**config.mk**
```make
export PLATFORM = sky130hd
export DESIGN_NAME = htlf_mod_unit
export DESIGN_NICKNAME = d
export VERILOG_FILES = /design/src/rtl/htlf_pkg.sv /design/src/rtl/htlf_mod_unit.sv
export SDC_FILE = /design/constraint.sdc
export NUM_CORES = 1
export LEC_CHECK = 0
export BUFFER_PORTS_ARGS = -buffer_cell sky130_fd_sc_hd__buf_2
export CAP_MARGIN = 25
export CORE_MARGIN = 5
export CORE_UTILIZATION = 38
export CTS_CLUSTER_DIAMETER = 150
export DETAILED_ROUTE_END_ITERATION = 10
export PLACE_DENSITY = 0.63
export RECOVER_POWER = 50
export SETUP_SLACK_MARGIN = 0.1
export SLEW_MARGIN = 20
export SYNTH_ARGS = -nofsm -noshare
export SYNTH_HDL_FRONTEND = slang
export SYNTH_SLANG_ARGS = --single-unit
```
**constraint.sdc**
```tcl
create_clock -name clk -period 6.1 [get_ports clk]
set_input_delay 1.22 -clock clk [delete_from_list [all_inputs] [get_ports clk]]
set_output_delay 1.22 -clock clk [all_outputs]
set_load 0.02 [all_outputs]
```
**src/rtl/htlf_pkg.sv**
```systemverilog
// ----------------------------------------------------------------------------
// htlf_pkg
// Types and constants shared by the tile map line fetch unit.
// ----------------------------------------------------------------------------
package htlf_pkg;

    localparam int MAP_AW   = 6;
    localparam int BIG_AW   = 14;
    localparam int SMALL_AW = 12;
    localparam int WORD_AW  = SMALL_AW - 2;
    localparam int DIV_W    = 17;
    localparam int MOD_W    = 7;
    localparam int REM_W    = 6;
    localparam int BLK_W    = 11;
    localparam int RECIP_SH = DIV_W + 6;
    localparam int RECIP_W  = RECIP_SH + 1;

    localparam logic [1:0] FUNC_WR_MAP   = 2'd0;
    localparam logic [1:0] FUNC_WR_BIG   = 2'd1;
    localparam logic [1:0] FUNC_WR_SMALL = 2'd2;
    localparam logic [1:0] FUNC_FETCH    = 2'd3;

    typedef enum logic [2:0] {
        ST_IDLE,
        ST_MOD_X,
        ST_MOD_Y,
        ST_MAP,
        ST_BIG,
        ST_SMALL
    } state_t;

endpackage

```
**src/rtl/htlf_mod_unit.sv**
```systemverilog
// ----------------------------------------------------------------------------
// htlf_mod_unit
// Remainder by a small divisor through reciprocal multiplication: operand capture, multiply, subtract.
// ----------------------------------------------------------------------------
module htlf_mod_unit
    import htlf_pkg::*;
(
    input  logic               clk,
    input  logic               rst_n,
    input  logic               start,
    input  logic [DIV_W-1:0]   dividend,
    input  logic [MOD_W-1:0]   divisor,
    input  logic [RECIP_W-1:0] recip,
    output logic               done,
    output logic [REM_W-1:0]   remainder
);

    localparam int PROD_W = DIV_W + RECIP_W;

    logic [DIV_W-1:0]   num_reg;
    logic [MOD_W-1:0]   div_reg;
    logic [RECIP_W-1:0] recip_reg;
    logic [DIV_W-1:0]   quot_reg;
    logic [REM_W-1:0]   rem_reg;
    logic               mul_reg;
    logic               sub_reg;
    logic               done_reg;
    logic [PROD_W-1:0]  prod;
    logic [DIV_W-1:0]   back;
    logic [DIV_W-1:0]   diff;

    assign prod = PROD_W'(num_reg) * PROD_W'(recip_reg);
    assign back = quot_reg * DIV_W'(div_reg);
    assign diff = num_reg - back;

    always_ff @(posedge clk or negedge rst_n)
    begin
        if (!rst_n)
        begin
            mul_reg  <= 1'b0;
            sub_reg  <= 1'b0;
            done_reg <= 1'b0;
        end
        else
        begin
            mul_reg  <= start;
            sub_reg  <= mul_reg;
            done_reg <= sub_reg;
        end
    end

    always_ff @(posedge clk)
    begin
        if (start)
        begin
            num_reg   <= dividend;
            div_reg   <= divisor;
            recip_reg <= recip;
        end
        if (mul_reg)
        begin
            quot_reg <= prod[RECIP_SH +: DIV_W];
        end
        if (sub_reg)
        begin
            rem_reg <= diff[REM_W-1:0];
        end
    end

    assign done      = done_reg;
    assign remainder = rem_reg;

endmodule

```
* After elaboration in Yosys (flattened, before gate mapping)
Index checks and enable logic that the tools add are counted.
** Operators by class
- Multipliers :: 2
- Add/subtract/negate cells :: 1
** Operators by type and width (number)
- multiplier 17 x 24 -> 40 bit :: 1
- multiplier 17 x 7 -> 6 bit :: 1
- subtractor 6 bit :: 1
** Storage, ports and cells
- Output and inout port bits :: 7
- Input bits :: 51
- Register bits after elaboration :: 74

* Logic depth before layout (Yosys ltp)
- Word-level depth :: 2
- Gate-level depth with buffers :: 22
- Gate-level depth less buffers :: 21

* Worst setup path before layout
Ideal clock, no wire load.
- Kind :: register -> register
- Start point :: reg num_reg[2]
- End point :: reg quot_reg[4], data pin
- Cell stages (with the launch flop) :: 23
- Data required time :: 5.831 ns
- Buffers on the path :: 2
- Path slack :: 0.404 ns
- Arrival time :: 5.427 ns
- Setup time :: 0.269 ns
- Cell sequence :: edfxtp_1 clkbuf_1 clkbuf_1 nand2_1 fa_1 inv_1 fa_1 inv_1 fa_1 inv_1 fa_1 fa_1 inv_1 fa_1 inv_1 ha_1 a21oi_1 nor2b_1 o21ai_0 nand2b_1 or3_1 mux2i_1 a2111oi_2
** On the way
- Longest elaborated chain between the ends :: 1
** Ends and longest elaborated chain
- start: declaration :: RTL line htlf_mod_unit.sv:20 : logic [DIV_W-1:0] num_reg;
- start signal: assignment :: RTL line htlf_mod_unit.sv:56 : num_reg <= dividend;
- multiplier 17 x 24 -> 40 bit :: RTL line htlf_mod_unit.sv:32 : assign prod = PROD_W'(num_reg) * PROD_W'(recip_reg);
- named net prod[27] :: RTL line htlf_mod_unit.sv:28 : logic [PROD_W-1:0] prod;
- end signal: assignment :: RTL line htlf_mod_unit.sv:62 : quot_reg <= prod[RECIP_SH +: DIV_W];
- end: declaration :: RTL line htlf_mod_unit.sv:23 : logic [DIV_W-1:0] quot_reg;
The timed path passes the listed nets, and every way through them passes these cells.
A chain may end at the register's enable or synchronous reset.

* Final worst setup path
- Start point :: reg recip_reg[17]
- End point :: reg quot_reg[5], data pin
** On the way
- Longest elaborated chain between the ends :: 1
** Ends and longest elaborated chain
- start: declaration :: RTL line htlf_mod_unit.sv:22 : logic [RECIP_W-1:0] recip_reg;
- start signal: assignment :: RTL line htlf_mod_unit.sv:58 : recip_reg <= recip;
- multiplier 17 x 24 -> 40 bit :: RTL line htlf_mod_unit.sv:32
- named net prod[28] :: RTL line htlf_mod_unit.sv:28
The timed path passes the listed nets, and every way through them passes these cells.

==> flow_metrics.py <==
metrics = {
    "run_status": {
        "status": "finished, violations left",
        "failed_checks": "capacitance limit, slew limit",
    },
    "min_path": {
        "hold_start": "mul_reg$_DFF_PN0_",
        "whs_path_depth": 0,
        "hold_end": "sub_reg$_DFF_PN0_",
        "min_path_type": "flop to flop",
    },
    "sta": {
        "drv_slew": 49,
        "fin_setup_tns_ns": 0,
        "slew_headroom": -0.739,
        "setup_viol": 0,
        "rsz0062_at_grt": "yes",
        "hold_viol_final": 0,
        "skew_ns": 0.00849,
        "timing.final.crit_share": 0.963,
        "min_period_ns": 5.87,
        "timing.fmax_mhz": 170,
        "worst_slew_pin_slew_ns": 2.61,
    },
    "cts": {
        "clk_transition_reported_paths_ns": 0.06,
        "clk_latency_ns": 0.33,
        "htree_levels": 3,
        "cts_max_path_buffers": 2,
        "clock-sinks": 62,
        "ctsHoldBuffers": 0,
        "cts_tree": "built",
        "cts_root_buf": "clkbuf_16",
        "cts_inserted_buffers": 9,
    },
    "worst_setup_path": {
        "slowest_stage": "edfxtp_1",
        "crit_family": "adder cells",
        "rrSetupSlack_ns": 0.23,
        "r2r_start": "recip_reg[17]$_DFFE_PP_",
        "r2r_cells": 17,
        "worstPathArrival_ns": 5.95,
        "worst_path_most_repeated_cell": "fa_1",
        "r2r-end": "quot_reg[5]$_DFFE_PP_",
        "cp_num_buf_inv": 3,
        "path_class": "flop to flop",
        "path_depth": 17,
        "cp.required_ns": 6.17,
        "worst_setup_path_end_kind": "flop",
        "cp_cell_sequence": "nand2_1, fa_1, fa_1, fa_1, inv_1, fa_1, fa_1, inv_1, fa_1, inv_1, ha_1, a21o_1, a211oi_2, o311ai_0, a31oi_1, a211oi_2, xnor2_1",
        "path_max_fanout": 11,
        "crit_path_start_kind": "flop",
        "worst_path_largest_cell_delay_ns": 0.63,
    },
    "routing": {
        "wl_met3_um": 832,
        "drt-met1-wl_um": 11600,
        "post_drt_wl_per_cell_um": 14.5,
        "num_vias": 8827,
        "dr.pass1.iters": 4,
        "top_layer": "met4",
        "routed_wl_um": 27300,
        "met2_wirelength_um": 14300,
        "drc": 0,
        "initialDrtViolationCount": 429,
        "antenna_left": 0,
        "viasPerCell": 4.69,
    },
    "global_routing": {
        "grt_pass1_wl_um": 47100,
        "grt_max_degree": 49,
        "grt.overflow.total": 0,
        "grt_pass1_vias": 9556,
        "grt.total_usage": 0.160,
        "grt_antenna_before_repair": 0,
    },
    "floorplanning": {
        "die_x_um": 192,
        "die_area_um2": 36800,
        "start_util": 0.386,
        "row_count": 66,
        "die_y_um": 192,
        "io_pins": 58,
        "core_area_um2": 32500,
    },
    "placed_design": {
        "hpwl_um": 22400,
        "routabilityCongestion": 0.818,
        "placed_cell_area_um2": 13700,
        "numPortBuffers": 56,
    },
    "finish": {
        "final_cell_mix": "357 x inv_1, 270 x fa_1, 232 x nand2_1",
        "stdcell_area_um2": 14400,
        "final_common_cell": "inv_1",
        "fin_util": 0.442,
        "layout-drive-gt1-share": 0.117,
        "final_nets": 1836,
        "largest_reg_flops": 24,
        "synthToLayoutAreaGrowth_pct": 14.6,
    },
    "yosys": {
        "synthSimpleGateAreaFrac": 0.149,
        "ys_types": 41,
        "yosys.area_share.xor_xnor": 0.0335,
        "synthTopCellsByArea": "fa_1 43%, edfxtp_1 14%, inv_1 11%",
        "synth_top_area_share": 0.431,
        "syn-instance-count": 1329,
        "yosys_warnings": 0,
        "yosys_register_bits": 62,
        "synth_compound_area_frac": 0.0356,
        "yosysTopAreaCell": "fa_1",
        "dominantRegCellSynth": "edfxtp_1",
        "synth_area_per_cell_um2": 9.44,
        "yosysSeqAreaShare": 0.147,
        "synth.area.mux_share": 0.000798,
        "synth_fa_ha_area_frac": 0.511,
        "synth_top_family_by_area": "adder cells",
        "netlist_area_um2": 12600,
        "async_reset_ff_frac": 0.0484,
        "syn_nets": 1731,
        "synth-edff-count": 59,
    },
    "job": {
        "cap_violations": 1,
    },
}
==> routing by layer <==
metal | vias to the layer above | global-route usage
met5 | - | 0
met1 | 4581 | 0.205
met3 | 38 | 0.0165
met4 | 0 | 0.0373
li1 | 4051 | -
met2 | 157 | 0.293
==> worst reg2reg max path: stages, from the launching register on <==
cell	delay [ns]
edfxtp_1	0.63
nand2_1	0.15
fa_1	0.58
fa_1	0.46
fa_1	0.56
inv_1	0.07
fa_1	0.49
fa_1	0.50
inv_1	0.05
fa_1	0.47
inv_1	0.04
ha_1	0.29
a21o_1	0.18
a211oi_2	0.35
o311ai_0	0.20
a31oi_1	0.34
a211oi_2	0.10
xnor2_1	0.15
==> through the flow <==
stage / hold slack, ns / instances / setup slack, ns
2_1_floorplan: 0.497 / 1329 / 0.404
3_3_place_gp: 0.542 / 1827 / 0.148
3_5_place_dp: 0.562 / 1827 / 0.133
4_1_cts: 0.559 / 1843 / 0.106
5_1_grt: 0.587 / 1881 / 0.0852
6_report: 0.566 / 1882 / 0.226
==> repair_timing <==
action,4_1_cts,5_1_grt
endpoints found under the setup margin,0,6
buffers inserted,0,37
gates resized for setup,0,6
==> synth_stat cells, types with 4 or more instances <==
cell and n:
clkbuf_1 48, fa_1 270, nor2_1 5, xor2_1 9, edfxtp_1 59, o21ai_0 8, and2_1 137, nand2_1 232
ha_1 81, a21o_1 15, a21oi_1 17, buf_2 4, xnor2_1 39, o21bai_1 6, inv_1 357
==> cells by family (layout without fill, tap and decap cells) <==
family / Yosys count / in the layout
xor+xnor: 48 / 48
compound gates: 65 / 65
mux: 1 / 1
simple gates: 392 / 392
fa+ha+maj: 351 / 351
other cells: 0 / 1
flops: 62 / 62
buf+inv: 410 / 520
==> worst max path at each step <==
stage | from | end | slack, ns
5_1_grt | num_reg[5]$_DFFE_PP_ | quot_reg[5]$_DFFE_PP_ | 0.09
6_report | recip_reg[17]$_DFFE_PP_ | quot_reg[5]$_DFFE_PP_ | 0.23
4_1_cts | recip_reg[11]$_DFFE_PP_ | quot_reg[5]$_DFFE_PP_ | 0.11
2_1_floorplan | num_reg[2]$_DFFE_PP_ | quot_reg[4]$_DFFE_PP_ | 0.40
3_5_place_dp | recip_reg[11]$_DFFE_PP_ | quot_reg[5]$_DFFE_PP_ | 0.13
3_3_place_gp | recip_reg[11]$_DFFE_PP_ | quot_reg[5]$_DFFE_PP_ | 0.15
==> layout make-up <==
type	count	area (um^2)
fillers	3147	18200
diodes	1	2.50
inverters	357	1340
multi-input cells	857	9180
clock inverters	3	21.3
flip-flops and latches	62	1850
repair buffers	147	1180
well taps	442	553
clock buffers	13	260
Power is not shown: default switching activity piles up to over one toggle a cycle in this logic, so the estimate is an artifact.
